`config.mk`:
```
export PLATFORM = sky130hd
export DESIGN_NAME = command_frame_check_and_relay_flat
export DESIGN_NICKNAME = d
export VERILOG_FILES = /design/src/cfcr_pkg.sv /design/src/cfcr_rx_if.sv /design/src/cfcr_tx_if.sv /design/src/cfcr_cfg_if.sv /design/src/cfcr_regs.sv /design/src/cfcr_front.sv /design/src/cfcr_queue.sv /design/src/cfcr_back.sv /design/src/command_frame_check_and_relay.sv /design/src/flat_wrapper.sv
export VERILOG_INCLUDE_DIRS = /design/src /design/src/src
export SDC_FILE = /design/constraint.sdc
export NUM_CORES = 1
export LEC_CHECK = 0
export ABC_AREA = 0
export BUFFER_PORTS_ARGS = -buffer_cell sky130_fd_sc_hd__buf_2
export CAP_MARGIN = 20
export CELL_PAD_IN_SITES_DETAIL_PLACEMENT = 0
export CELL_PAD_IN_SITES_GLOBAL_PLACEMENT = 1
export CORE_MARGIN = 8
export CORE_UTILIZATION = 40
export CTS_CLUSTER_SIZE = 14
export DETAILED_ROUTE_END_ITERATION = 10
export HOLD_SLACK_MARGIN = 0.1
export PLACE_DENSITY = 0.77
export SETUP_SLACK_MARGIN = 0.5
export SLEW_MARGIN = 30
export SYNTH_ARGS = -nofsm -noshare
export SYNTH_HDL_FRONTEND = slang
export SYNTH_SLANG_ARGS = --single-unit
```
`constraint.sdc`:
```
create_clock -name i_clk -period 21.3 [get_ports i_clk]
set_input_delay 0 -clock i_clk [delete_from_list [all_inputs] [get_ports i_clk]]
set_output_delay 0 -clock i_clk [all_outputs]
set_load 0.02 [all_outputs]
```
`src/command_frame_check_and_relay_macros.svh`:
```
`ifndef COMMAND_FRAME_CHECK_AND_RELAY_MACROS_SVH
`define COMMAND_FRAME_CHECK_AND_RELAY_MACROS_SVH

// cond implies check in the same cycle
`define CFCR_ASSERT_SAME(lbl, cond, check, msg) \
    lbl: assert property (@(posedge i_clk) disable iff (!i_rst_n) \
        (cond) |-> (check)) else $error(msg);

// cond implies check in the next cycle
`define CFCR_ASSERT_NEXT(lbl, cond, check, msg) \
    lbl: assert property (@(posedge i_clk) disable iff (!i_rst_n) \
        (cond) |=> (check)) else $error(msg);

`endif

```
`src/cfcr_pkg.sv`:
```
`default_nettype none
package cfcr_pkg;

    localparam int BYTE_W    = 8;
    localparam int CFG_IDX_W = 8;
    localparam int DEC_BYTES = 6;
    localparam int QDEPTH    = 2;
    localparam int IDX_W     = 3;

    localparam logic [CFG_IDX_W-1:0] REG_START_CODE   = 8'd0;
    localparam logic [CFG_IDX_W-1:0] REG_END_CODE     = 8'd1;
    localparam logic [CFG_IDX_W-1:0] REG_CONTROL_CODE = 8'd2;
    localparam logic [CFG_IDX_W-1:0] REG_QUERY_CODE   = 8'd3;

    localparam logic [BYTE_W-1:0] RST_START_CODE   = 8'd2;
    localparam logic [BYTE_W-1:0] RST_END_CODE     = 8'd3;
    localparam logic [BYTE_W-1:0] RST_CONTROL_CODE = 8'd1;
    localparam logic [BYTE_W-1:0] RST_QUERY_CODE   = 8'd2;

    // index of the checksum byte in the relayed frame
    localparam logic [IDX_W-1:0] CTL_SUM_IDX = 3'd5;
    localparam logic [IDX_W-1:0] QRY_SUM_IDX = 3'd4;

    localparam logic [IDX_W-1:0] POS_START = 3'd0;
    localparam logic [IDX_W-1:0] POS_ID    = 3'd1;
    localparam logic [IDX_W-1:0] POS_CMD   = 3'd2;
    localparam logic [IDX_W-1:0] POS_DATA  = 3'd3;
    localparam logic [IDX_W-1:0] POS_ETX   = 3'd4;

    typedef logic [BYTE_W-1:0] t_byte;

    typedef struct packed {
        t_byte start_code;
        t_byte end_code;
        t_byte control_code;
        t_byte query_code;
    } t_cfg;

    typedef struct packed {
        t_byte stx;
        t_byte id;
        t_byte cmd;
        t_byte data;
        t_byte etx;
        logic  has_data;
    } t_job;

    typedef struct packed {
        logic full;
        logic empty;
    } t_q_stat;

endpackage
`default_nettype wire

```
`src/cfcr_rx_if.sv`:
```
`default_nettype none
interface cfcr_rx_if;
    logic                 valid;
    logic                 ready;
    logic [7:0]           rx_byte;

    modport source (output valid, output rx_byte, input ready);
    modport sink   (input valid, input rx_byte, output ready);
endinterface
`default_nettype wire

```
`src/cfcr_tx_if.sv`:
```
`default_nettype none
interface cfcr_tx_if;
    logic                 valid;
    logic                 ready;
    logic [7:0]           tx_byte;
    logic                 frame_last;

    modport source (output valid, output tx_byte, output frame_last, input ready);
    modport sink   (input valid, input tx_byte, input frame_last, output ready);
endinterface
`default_nettype wire

```
`src/cfcr_cfg_if.sv`:
```
`default_nettype none
interface cfcr_cfg_if;
    logic                 valid;
    logic                 ready;
    logic [7:0]           index;
    logic [7:0]           data;

    modport source (output valid, output index, output data, input ready);
    modport sink   (input valid, input index, input data, output ready);
endinterface
`default_nettype wire

```
`src/cfcr_regs.sv`:
```
`default_nettype none
module cfcr_regs (
    input  wire                               i_clk,
    input  wire                               i_rst_n,
    input  wire                               i_wr,
    input  wire [cfcr_pkg::CFG_IDX_W-1:0]     i_index,
    input  wire [cfcr_pkg::BYTE_W-1:0]        i_data,
    output cfcr_pkg::t_cfg                    o_cfg
);

    cfcr_pkg::t_cfg r_cfg;

    always_ff @(posedge i_clk) begin
        if (!i_rst_n) begin
            r_cfg.start_code   <= cfcr_pkg::RST_START_CODE;
            r_cfg.end_code     <= cfcr_pkg::RST_END_CODE;
            r_cfg.control_code <= cfcr_pkg::RST_CONTROL_CODE;
            r_cfg.query_code   <= cfcr_pkg::RST_QUERY_CODE;
        end else if (i_wr) begin
            unique case (i_index)
                cfcr_pkg::REG_START_CODE:   r_cfg.start_code   <= i_data;
                cfcr_pkg::REG_END_CODE:     r_cfg.end_code     <= i_data;
                cfcr_pkg::REG_CONTROL_CODE: r_cfg.control_code <= i_data;
                cfcr_pkg::REG_QUERY_CODE:   r_cfg.query_code   <= i_data;
                default: ;
            endcase
        end
    end

    assign o_cfg = r_cfg;

endmodule
`default_nettype wire

```
`src/cfcr_front.sv`:
```
`default_nettype none
module cfcr_front #(
    parameter int STORE_DEPTH = 8
) (
    input  wire                          i_clk,
    input  wire                          i_rst_n,
    input  cfcr_pkg::t_cfg               i_cfg,
    input  wire                          i_accept,
    input  wire [cfcr_pkg::BYTE_W-1:0]   i_byte,
    output logic                         o_push,
    output cfcr_pkg::t_job               o_job
);

    localparam int FW = $clog2(STORE_DEPTH + 1);

    // only the first bytes of a frame are ever decoded
    cfcr_pkg::t_byte r_store [cfcr_pkg::DEC_BYTES];
    logic [FW-1:0]   r_fill;
    logic            r_in_frame;
    logic            r_end_seen;

    cfcr_pkg::t_byte eff [cfcr_pkg::DEC_BYTES];
    logic            is_start;
    logic            can_push;
    logic            is_ctl;
    logic            is_qry;
    cfcr_pkg::t_byte sum_q;
    cfcr_pkg::t_byte sum_c;
    logic            good;

    assign is_start = (i_byte == i_cfg.start_code) && !r_in_frame;
    assign can_push = (r_fill < FW'(STORE_DEPTH));

    // store view including the byte just received
    always_comb begin
        for (int p = 0; p < cfcr_pkg::DEC_BYTES; p++) begin
            if (FW'(p) < r_fill) begin
                eff[p] = r_store[p];
            end else if (FW'(p) == r_fill) begin
                eff[p] = i_byte;
            end else begin
                eff[p] = '0;
            end
        end
    end

    assign is_ctl = (eff[2] == i_cfg.control_code);
    assign is_qry = (eff[2] == i_cfg.query_code);
    assign sum_q  = eff[0] + eff[1] + eff[2] + eff[3];
    assign sum_c  = sum_q + eff[4];

    always_comb begin
        if (is_ctl) begin
            good = (sum_c == eff[5]);
        end else begin
            good = is_qry && (sum_q == eff[4]);
        end
    end

    assign o_push = i_accept && r_end_seen && !is_start && good;

    always_comb begin
        o_job.stx      = i_cfg.start_code;
        o_job.id       = eff[1];
        o_job.cmd      = is_ctl ? i_cfg.control_code : i_cfg.query_code;
        o_job.data     = eff[3];
        o_job.etx      = i_cfg.end_code;
        o_job.has_data = is_ctl;
    end

    always_ff @(posedge i_clk) begin
        if (!i_rst_n) begin
            r_fill     <= '0;
            r_in_frame <= 1'b0;
            r_end_seen <= 1'b0;
        end else if (i_accept) begin
            if (is_start) begin
                r_fill     <= FW'(1);
                r_in_frame <= 1'b1;
            end else if (r_end_seen) begin
                r_fill     <= '0;
                r_in_frame <= 1'b0;
                r_end_seen <= 1'b0;
            end else begin
                if (can_push) begin
                    r_fill <= r_fill + FW'(1);
                end
                if (i_byte == i_cfg.end_code) begin
                    r_end_seen <= 1'b1;
                end
            end
        end
    end

    always_ff @(posedge i_clk) begin
        for (int p = 0; p < cfcr_pkg::DEC_BYTES; p++) begin
            if (i_accept) begin
                if (is_start) begin
                    if (p == 0) begin
                        r_store[p] <= i_byte;
                    end
                end else if (!r_end_seen && r_fill == FW'(p)) begin
                    r_store[p] <= i_byte;
                end
            end
        end
    end

endmodule
`default_nettype wire

```
`src/cfcr_queue.sv`:
```
`default_nettype none
module cfcr_queue (
    input  wire                 i_clk,
    input  wire                 i_rst_n,
    input  wire                 i_push,
    input  cfcr_pkg::t_job      i_job,
    input  wire                 i_pop,
    output cfcr_pkg::t_job      o_job,
    output cfcr_pkg::t_q_stat   o_stat
);

    localparam int PW = (cfcr_pkg::QDEPTH > 1) ? $clog2(cfcr_pkg::QDEPTH) : 1;
    localparam int CW = $clog2(cfcr_pkg::QDEPTH + 1);

    cfcr_pkg::t_job r_mem [cfcr_pkg::QDEPTH];
    logic [PW-1:0]  r_wr_ptr;
    logic [PW-1:0]  r_rd_ptr;
    logic [CW-1:0]  r_count;
    logic           do_push;
    logic           do_pop;

    assign o_stat.full  = (r_count == CW'(cfcr_pkg::QDEPTH));
    assign o_stat.empty = (r_count == '0);
    assign do_push = i_push && !o_stat.full;
    assign do_pop  = i_pop && !o_stat.empty;
    assign o_job   = r_mem[r_rd_ptr];

    always_ff @(posedge i_clk) begin
        if (do_push) begin
            r_mem[r_wr_ptr] <= i_job;
        end
    end

    always_ff @(posedge i_clk) begin
        if (!i_rst_n) begin
            r_wr_ptr <= '0;
            r_rd_ptr <= '0;
            r_count  <= '0;
        end else begin
            if (do_push) begin
                r_wr_ptr <= (r_wr_ptr == PW'(cfcr_pkg::QDEPTH - 1)) ? '0 : r_wr_ptr + PW'(1);
            end
            if (do_pop) begin
                r_rd_ptr <= (r_rd_ptr == PW'(cfcr_pkg::QDEPTH - 1)) ? '0 : r_rd_ptr + PW'(1);
            end
            if (do_push && !do_pop) begin
                r_count <= r_count + CW'(1);
            end else if (do_pop && !do_push) begin
                r_count <= r_count - CW'(1);
            end
        end
    end

endmodule
`default_nettype wire

```
`src/cfcr_back.sv`:
```
`default_nettype none
module cfcr_back (
    input  wire                          i_clk,
    input  wire                          i_rst_n,
    input  wire                          i_job_valid,
    input  cfcr_pkg::t_job               i_job,
    output logic                         o_pop,
    output logic                         o_valid,
    input  wire                          i_ready,
    output logic [cfcr_pkg::BYTE_W-1:0]  o_byte,
    output logic                         o_last
);

    logic [cfcr_pkg::IDX_W-1:0] r_idx;
    cfcr_pkg::t_byte            r_sum;
    logic                       r_valid;
    cfcr_pkg::t_byte            r_byte;
    logic                       r_last;

    logic                       load;
    logic                       is_sum;
    cfcr_pkg::t_byte            cur;

    assign load   = i_job_valid && (!r_valid || i_ready);
    assign is_sum = (r_idx == (i_job.has_data ? cfcr_pkg::CTL_SUM_IDX
                                              : cfcr_pkg::QRY_SUM_IDX));
    assign o_pop  = load && is_sum;

    always_comb begin
        unique case (r_idx)
            cfcr_pkg::POS_START: cur = i_job.stx;
            cfcr_pkg::POS_ID:    cur = i_job.id;
            cfcr_pkg::POS_CMD:   cur = i_job.cmd;
            cfcr_pkg::POS_DATA:  cur = i_job.has_data ? i_job.data : i_job.etx;
            cfcr_pkg::POS_ETX:   cur = i_job.etx;
            default:             cur = '0;
        endcase
        if (is_sum) begin
            cur = r_sum;
        end
    end

    always_ff @(posedge i_clk) begin
        if (!i_rst_n) begin
            r_idx   <= '0;
            r_sum   <= '0;
            r_valid <= 1'b0;
        end else begin
            if (load) begin
                r_valid <= 1'b1;
                if (is_sum) begin
                    r_idx <= '0;
                    r_sum <= '0;
                end else begin
                    r_idx <= r_idx + cfcr_pkg::IDX_W'(1);
                    r_sum <= r_sum + cur;
                end
            end else if (i_ready) begin
                r_valid <= 1'b0;
            end
        end
    end

    always_ff @(posedge i_clk) begin
        if (load) begin
            r_byte <= cur;
            r_last <= is_sum;
        end
    end

    assign o_valid = r_valid;
    assign o_byte  = r_byte;
    assign o_last  = r_last;

endmodule
`default_nettype wire

```
`src/command_frame_check_and_relay.sv`:
```
// A good frame is queued when its checksum byte is accepted; output bytes are registered.
// Throughput: one received byte per cycle while the two-frame job queue has room;
// output sends one byte per cycle while ready, 6 per control frame, 5 per state request.
// Reset: synchronous, active low; registers return to their defaults, store, queue
// and output stage are emptied.
`default_nettype none
`include "command_frame_check_and_relay_macros.svh"
module command_frame_check_and_relay #(
    parameter int STORE_DEPTH = 8
) (
    input  wire          i_clk,
    input  wire          i_rst_n,
    cfcr_rx_if.sink      i_rx,
    cfcr_tx_if.source    o_tx,
    cfcr_cfg_if.sink     i_cfg
);

    cfcr_pkg::t_cfg    cfg;
    cfcr_pkg::t_job    push_job;
    cfcr_pkg::t_job    head_job;
    cfcr_pkg::t_q_stat q_stat;
    logic              push;
    logic              pop;
    logic              rx_accept;

    assign i_cfg.ready = 1'b1;
    assign i_rx.ready  = !q_stat.full;
    assign rx_accept   = i_rx.valid && i_rx.ready;

    cfcr_regs u_regs (
        .i_clk   (i_clk),
        .i_rst_n (i_rst_n),
        .i_wr    (i_cfg.valid && i_cfg.ready),
        .i_index (i_cfg.index),
        .i_data  (i_cfg.data),
        .o_cfg   (cfg)
    );

    cfcr_front #(
        .STORE_DEPTH (STORE_DEPTH)
    ) u_front (
        .i_clk    (i_clk),
        .i_rst_n  (i_rst_n),
        .i_cfg    (cfg),
        .i_accept (rx_accept),
        .i_byte   (i_rx.rx_byte),
        .o_push   (push),
        .o_job    (push_job)
    );

    cfcr_queue u_queue (
        .i_clk   (i_clk),
        .i_rst_n (i_rst_n),
        .i_push  (push),
        .i_job   (push_job),
        .i_pop   (pop),
        .o_job   (head_job),
        .o_stat  (q_stat)
    );

    cfcr_back u_back (
        .i_clk       (i_clk),
        .i_rst_n     (i_rst_n),
        .i_job_valid (!q_stat.empty),
        .i_job       (head_job),
        .o_pop       (pop),
        .o_valid     (o_tx.valid),
        .i_ready     (o_tx.ready),
        .o_byte      (o_tx.tx_byte),
        .o_last      (o_tx.frame_last)
    );

    `CFCR_ASSERT_SAME(a_no_push_full, push, !q_stat.full, "job pushed into full queue")
    `CFCR_ASSERT_SAME(a_no_pop_empty, pop, !q_stat.empty, "job popped from empty queue")
    `CFCR_ASSERT_NEXT(a_pop_last, pop, o_tx.valid && o_tx.frame_last, "pop without last byte")

endmodule
`default_nettype wire

```
`src/flat_wrapper.sv`:
```
// flat-port wrapper written by rule: the top's interface ports become plain ports
module command_frame_check_and_relay_flat 
#(
    parameter int STORE_DEPTH = 8
)
  (i_clk, i_rst_n, i_rx_valid, i_rx_rx_byte, i_rx_ready, o_tx_valid, o_tx_tx_byte, o_tx_frame_last, o_tx_ready, i_cfg_valid, i_cfg_index, i_cfg_data, i_cfg_ready);
  cfcr_rx_if i_rx_i ();
  cfcr_tx_if o_tx_i ();
  cfcr_cfg_if i_cfg_i ();
  input  wire i_clk;
  input  wire i_rst_n;
  input wire logic [$bits(i_rx_i.valid)-1:0] i_rx_valid;
  input wire logic [$bits(i_rx_i.rx_byte)-1:0] i_rx_rx_byte;
  output wire logic [$bits(i_rx_i.ready)-1:0] i_rx_ready;
  output wire logic [$bits(o_tx_i.valid)-1:0] o_tx_valid;
  output wire logic [$bits(o_tx_i.tx_byte)-1:0] o_tx_tx_byte;
  output wire logic [$bits(o_tx_i.frame_last)-1:0] o_tx_frame_last;
  input wire logic [$bits(o_tx_i.ready)-1:0] o_tx_ready;
  input wire logic [$bits(i_cfg_i.valid)-1:0] i_cfg_valid;
  input wire logic [$bits(i_cfg_i.index)-1:0] i_cfg_index;
  input wire logic [$bits(i_cfg_i.data)-1:0] i_cfg_data;
  output wire logic [$bits(i_cfg_i.ready)-1:0] i_cfg_ready;
  assign i_rx_i.valid = i_rx_valid;
  assign i_rx_i.rx_byte = i_rx_rx_byte;
  assign i_rx_ready = i_rx_i.ready;
  assign o_tx_valid = o_tx_i.valid;
  assign o_tx_tx_byte = o_tx_i.tx_byte;
  assign o_tx_frame_last = o_tx_i.frame_last;
  assign o_tx_i.ready = o_tx_ready;
  assign i_cfg_i.valid = i_cfg_valid;
  assign i_cfg_i.index = i_cfg_index;
  assign i_cfg_i.data = i_cfg_data;
  assign i_cfg_ready = i_cfg_i.ready;
  command_frame_check_and_relay #(.STORE_DEPTH(STORE_DEPTH)) u_core (.i_clk(i_clk), .i_rst_n(i_rst_n), .i_rx(i_rx_i), .o_tx(o_tx_i), .i_cfg(i_cfg_i));
endmodule
```
==> flow_summary.yaml, run 1 <==
sta:
  tightest_slew_ns: 0.9679
  setup_viol: 0
  tns_ns: 0
  slew_headroom_pct: 35.39
  skew_ns: 0.01990
  hold_viol: 0
  min_period_ns: 6.695
  slew_viol_final: 0
  rsz0062_at_grt: "no"
  period_share_pct: 31.43
  timing.fmax_ghz: 0.1494
setup_path:
  cp_num_buf_inv: 5
  reg2reg_depth: 22
  crit_chain: "or3_1 -> nand2_1 -> o21ai_0 -> inv_1 -> fa_1 -> inv_1 -> fa_1 -> ha_1 -> inv_1 -> fa_1 -> inv_1 -> ha_1 -> a21oi_1 -> a21oi_1 -> a211oi_1 -> o21ai_0 -> xnor3_1 -> a22oi_2 -> inv_1 -> ha_1 -> or3_1 -> a21boi_0"
  rr_endpoint: "u_core.u_queue.r_count[1]"
  crit_slowest_cell: "dfxtp_1"
  crit_fanout: 26
  crit_path_end_kind: "flip-flop"
  rrSetupSlack_ns: 14.60
  critical-path-top-delay-family: "adder cells"
  worstPathArrival_ns: 7.06
  cpPeakStageDelay_ns: 0.96
  r2r-start: "u_core.u_front.r_fill[2]"
  cpMostUsedCell: "inv_1"
  path_class: "reg -> reg"
  critPathLaunchType: "flip-flop"
  required_ns: 21.67
synth:
  async_flop_share_pct: 0
  synth.distinct_cells: 65
  synthFlopType: "edfxtp_1"
  syn_inst: 909
  netlist_area_um2: 10240
  synth_edf_count: 139
  avgSynthCellArea_um2: 11.27
  synth_nets: 985
  ys_ff_latch: 194
  ys_seq_area_share_pct: 51.50
  ys_warn_count: 0
pwr:
  combinationalPowerShare_pct: 13.3
  p_sw_mw: 0.2085
  p_clk_share_pct: 37.0
  pwr-share-seq_pct: 49.7
  p_int_mw: 0.6107
  power.leakage_nw: 4.357
  p_sw_share_pct: 25.45
  power.density_nw_per_um2: 70.94
  ir_worst_vdd_uv: 55.38
  p_total_mw: 0.8191
cts:
  cts_buffers: 17
  cts_tree: "yes"
  cts_sinks: 194
  cts_setup_buffers: 0
  clockBufferDepth: 2
  htreeDepth: 4
  path_clk_slew_ns: 0.07
  clk-insertion-delay-late_ns: 0.44
  root_buffer: "clkbuf_16"
hold_path:
  min_from: "i_rst_n"
  hold_path_end: "u_core.u_regs.o_cfg[16]"
  hold_path_class: "in -> reg"
  hold-path-cell-count: 2
run:
  drv_cap: 0
layout:
  fillCellCount: 2310
  area_growth_pct: 12.74
  fin_nets: 1030
  drive_above_1_share_pct: 10.75
  final_area_um2: 11550
  antenna-diode-count: 0
  fin_cells: 1297
  regArea_um2: 5276
  multi_input_area_um2: 4566
route:
  routedWlPerCell_um: 20.07
  num_vias: 7239
  wirelength_um: 26030
  first_pass_iters: 5
  drt_iter0_drc: 552
  via_per_inst: 5.581
  ant_nets: 0
  drcViolationCount: 0
die:
  dieWidth_um: 176.0
  initial_core_util_pct: 40.67
  core.rowCount: 58
  die-area_um2: 30980
  core_um2: 25180
  ios: 41
  dieHeight_um: 176.0
global_route:
  grt_pass1_vias: 7151
  grt_max_degree: 57
  grt_overflow_total: 0
  grt_usage_pct: 16.95
  antenna_found_initial: 0
  grt_pass1_wl_um: 40280
placement:
  gp_congestion: 0.8815
  dp.cells: 1239
  place_hpwl_um: 18000
  port_buffers: 39
  dpl_cell_area_um2: 10750
run_status:
  run_status: "finished clean"
-- synth_stat cells, types with 9 or more instances --
master / instances / area share [%]
edfxtp_1: 139 / 41
nand2_1: 97 / 3.6
dfxtp_1: 55 / 11
inv_1: 55 / 2.0
mux2i_1: 49 / 4.8
a21oi_1: 43 / 2.1
nor2b_1: 43 / 2.6
xnor2_1: 41 / 3.5
clkbuf_1: 40 / 1.5
ha_1: 31 / 3.8
o21ai_0: 25 / 1.2
a211oi_1: 24 / 1.8
nor2_1: 20 / 0.73
a22oi_1: 18 / 1.3
a221oi_1: 16 / 1.4
a22o_1: 16 / 1.4
fa_1: 16 / 3.1
nand3_1: 16 / 0.78
a21boi_0: 12 / 0.88
nor3_1: 12 / 0.59
and3_1: 11 / 0.67
xor2_1: 11 / 0.94
and2_1: 9 / 0.55
nor4_1: 9 / 0.55
-- cells in the final DEF (no fill, tap or decap), types with 18 or more instances in the layout --
master	netlist	final
nor2b_1	43	42
edfxtp_1	139	139
a21oi_1	43	43
dlygate4sd3_1	0	26
a211oi_1	24	24
inv_1	55	55
buf_2	3	39
ha_1	31	31
clkbuf_16	0	18
xnor2_1	41	41
o21ai_0	25	25
nand2_1	97	97
nor2_1	20	19
a22oi_1	18	18
dfxtp_1	55	54
mux2i_1	49	49
-- state kept, by name, indices dropped and copies added (netlist names), 2 cells and up, named ones only --
| signal | cells |
|---|---|
| u_core.u_back.o_byte | 8 |
| u_core.u_back.r_idx | 3 |
| u_core.u_back.r_sum | 8 |
| u_core.u_front.r_fill | 4 |
| u_core.u_front.r_store | 48 |
| u_core.u_queue.r_count | 2 |
| u_core.u_queue.r_mem | 82 |
| u_core.u_regs.o_cfg | 32 |
-- worst max path at each step --
| stage | from | to | slack [ns] | depth (start not counted) |
|---|---|---|---|---|
| after floorplan | u_core.u_front.r_fill[0] | u_core.u_queue.r_mem[1][0] | 14.26 | 21 |
| after global placement | u_core.u_front.r_fill[1] | u_core.u_queue.r_count[1] | 14.84 | 21 |
| after detailed placement | u_core.u_front.r_fill[2] | u_core.u_queue.r_count[1] | 14.63 | 21 |
| after CTS | u_core.u_front.r_fill[2] | u_core.u_queue.r_count[1] | 14.63 | 21 |
| after global routing | u_core.u_front.r_fill[2] | u_core.u_queue.r_count[1] | 14.27 | 21 |
| final | u_core.u_front.r_fill[2] | u_core.u_queue.r_count[1] | 14.60 | 22 |
-- logic make-up (layout without fill, tap and decap cells) --
family,count (synthesis),in the layout,synth area share [%]
AND/OR/NAND/NOR,253,253,12.81
flip-flops,194,194,51.50
AO/OA/AOI/OAI,189,189,12.63
buffers and inverters,107,165,4.068
multiplexers,63,63,6.914
XOR/XNOR,55,55,5.118
adder cells (fa/ha/maj),47,47,6.914
other,1,1,0.03661
-- layout make-up --
class | instances | share of cell area, %
Clock inverter | 10 | 0.6501
Sequential cell | 194 | 45.69
Inverter | 57 | 1.853
Clock buffer | 22 | 4.031
Timing Repair Buffer | 76 | 4.659
Tap cell | 330 | 3.576
Multi-Input combinational cell | 608 | 39.54
-- per-stage QoR --
stage | hold slack (ns) | util [%] | worst slack, ns
2_1_floorplan | 0.09887 | - | 14.26
3_3_place_gp | 0.2778 | 42.68 | 14.84
3_5_place_dp | 0.2824 | 42.68 | 14.63
4_1_cts | 0.1188 | 45.86 | 14.63
5_1_grt | 0.1573 | 45.86 | 14.27
6_report | 0.1251 | 45.86 | 14.60
-- repair_timing --
| action | CTS | global route |
|---|---|---|
| resized for setup | 0 | 0 |
| hold buffers | 26 | 0 |
| hold endpoints to repair | 81 | 0 |
| endpoints found under the setup margin | 0 | 0 |
-- worst register-to-register path, stage by stage (launching register included) --
cell and delay [ns]:
dfxtp_1 0.96, or3_1 0.44, nand2_1 0.09, o21ai_0 0.14, inv_1 0.11, fa_1 0.54, inv_1 0.06, fa_1 0.54
ha_1 0.18, inv_1 0.06, fa_1 0.49, inv_1 0.05, ha_1 0.34, a21oi_1 0.24, a21oi_1 0.10, a211oi_1 0.35
o21ai_0 0.26, xnor3_1 0.40, a22oi_2 0.33, inv_1 0.09, ha_1 0.34, or3_1 0.37, a21boi_0 0.16
-- power by group through the flow --
| stage | registers (mW) | clock network, mW | logic (mW) |
|---|---|---|---|
| 6_report | 0.407 | 0.303 | 0.109 |
| 5_1_grt | 0.408 | 0.321 | 0.121 |
| 4_1_cts | 0.407 | 0.308 | 0.109 |
| 3_5_place_dp | 0.416 | 0 | 0.105 |
| 3_3_place_gp | 0.416 | 0 | 0.104 |
| 2_1_floorplan | 0.414 | 0 | 0.0801 |
-- routing by layer --
layer / global-route usage [%] / up-vias / wire length (µm)
met4: 4.945 / 0 / 431
met5: 0 / - / 0
li1: - / 3398 / -
met1: 22.19 / 3573 / 11600
met2: 28.27 / 234 / 12690
met3: 3.034 / 34 / 1310
(Power assumes the default switching activity.)
==> run 2, diff against run 1 <==
- PLACE_DENSITY: 0.77 -> 0.79
- clock period: 21.3 -> 6.1 ns (I/O delays scaled with it)
==> flow_summary.yaml, run 2 (synthesized netlist as in run 1, its figures left out) <==
run_status:
  run_status: "finished clean"
route:
  first_pass_iters: 5
  routedWlPerCell_um: 20.68
  via_per_inst: 5.611
  drcViolationCount: 0
  num_vias: 7468
  wirelength_um: 27530
  ant_nets: 0
  drt_iter0_drc: 646
sta:
  setup_viol: 0
  timing.fmax_ghz: 0.1799
  slew_headroom_pct: 41.30
  slew_viol_final: 0
  rsz0062_at_grt: "yes"
  hold_viol: 0
  tightest_slew_ns: 0.8805
  holdWs_ns: 0.1171
  period_share_pct: 91.11
  tns_ns: 0
  skew_ns: 0.02087
  min_period_ns: 5.558
  worst_slack_ns: 0.5422
pwr:
  power.density_nw_per_um2: 246.4
  power.leakage_nw: 4.627
  p_total_mw: 2.994
  ir_worst_vdd_uv: 205.0
setup_path:
  crit_path_end_kind: "flip-flop"
  worstPathArrival_ns: 5.71
  path_class: "reg -> reg"
  required_ns: 6.26
  critPathLaunchType: "flip-flop"
  crit_fanout: 7
placement:
  gp_congestion: 0.8963
  place_hpwl_um: 18520
  port_buffers: 39
  dp.cells: 1251
  place_ws_ns: 0.1815
layout:
  fin_cells: 1331
  area_growth_pct: 18.65
  drive_above_1_share_pct: 17.68
  fin_nets: 1064
  final_cell_mix: "139 x edfxtp_1, 97 x nand2_1, 52 x inv_1, 52 x dfxtp_1, 49 x mux2i_1"
  antenna-diode-count: 0
  top_register: "u_core.u_queue.r_mem"
  final_common_cell: "edfxtp_1"
  largest_reg_flops: 82
global_route:
  grt_max_degree: 57
  grt_overflow_total: 0
  antenna_found_initial: 0
  grt_usage_pct: 17.19
  grt_pass1_wl_um: 41350
  grt_pass1_vias: 7230
die:
  dieHeight_um: 176.0
  core_um2: 25180
  ios: 41
  die-area_um2: 30980
  core.rowCount: 58
  initial_core_util_pct: 40.67
  dieWidth_um: 176.0
cts:
  cts_tree: "yes"
  root_buffer: "clkbuf_16"
  cts_sinks: 194
  cts_buffers: 17
  clk-insertion-delay-late_ns: 0.44
  htreeDepth: 4
  path_clk_slew_ns: 0.07
  clockBufferDepth: 2
hold_path:
  hold_path_class: "in -> reg"
run:
  drv_cap: 0
==> run 2: changes by cell type in the layout (fill, tap and decap cells not counted), sizes merged <==
cell         change
buf             +33
dlygate4sd3      -3
clkinv           +2
inv              +2
==> run 2: path summary, 6_finish.rpt <==
kind                                  from                          end  slack [ns]  cells past startpoint
setup reg to reg  u_core.u_front.r_fill[0]  u_core.u_queue.r_mem[1][11]        0.54                     24
hold / removal                     i_rst_n       u_core.u_regs.o_cfg[1]        0.12                      2
hold reg to reg     u_core.u_back.r_sum[7]       u_core.u_back.r_sum[7]        0.50                      2
setup / recovery  u_core.u_front.r_fill[0]  u_core.u_queue.r_mem[1][11]        0.54                     24
==> run 2: cell type report <==
| class | count | area, µm² |
|---|---|---|
| Sequential cell | 194 | 5284 |
| Timing Repair Buffer | 110 | 917.1 |
| Inverter | 57 | 214.0 |
| Tap cell | 330 | 412.9 |
| Clock buffer | 18 | 439.2 |
| Fill cell | 2229 | 13030 |
| Clock inverter | 14 | 141.4 |
| Multi-Input combinational cell | 608 | 4745 |
==> run 2: worst max-delay path, cell delays in order (launching register included) <==
cell       delay [ns]
dfxtp_4          0.38
ha_4             0.17
nor3_4           0.25
buf_4            0.17
mux2_4           0.32
fa_1             0.50
fa_1             0.56
inv_1            0.05
ha_1             0.26
a21o_1           0.17
a21oi_2          0.17
o21bai_1         0.09
a21oi_1          0.16
xnor2_1          0.14
ha_2             0.34
nor4_2           0.17
nand2_1          0.16
nor4_2           0.16
nand4_1          0.13
nor2_1           0.15
a22oi_2          0.15
buf_6            0.20
nor2b_4          0.12
buf_12           0.16
clkbuf_16        0.15
==> run 2: timing repair <==
item / 4_1_cts / 5_1_grt
hold endpoints to repair: 70 / 0
gates resized for setup: 11 / 25
hold buffers: 23 / 0
pin swaps: 5 / 25
setup endpoints to repair: 84 / 85
buffers inserted: 6 / 12
gates cloned: 0 / 7
==> run 2: per-stage QoR <==
step	util [%]	instance area (µm²)
after floorplan	-	10310
after global placement	43.27	10900
after detailed placement	43.27	10900
after CTS	46.85	11800
after global routing	48.26	12150
final	48.26	12150
==> run 2: where the power goes <==
part | total, mW | leakage, nW | switching [mW] | internal (mW)
Clock | 1.11 | 0.287 | 0.553 | 0.555
Combinational | 0.468 | 2.62 | 0.251 | 0.217
Sequential | 1.42 | 1.72 | 0.00556 | 1.41
==> run 2: routing by layer <==
metal,GRT usage [%],share of wire [%],vias up
li1,-,-,3475
met4,5.334,1.5,0
met3,2.670,4.5,35
met2,29.10,50,258
met5,0,0,-
met1,22.29,44,3700
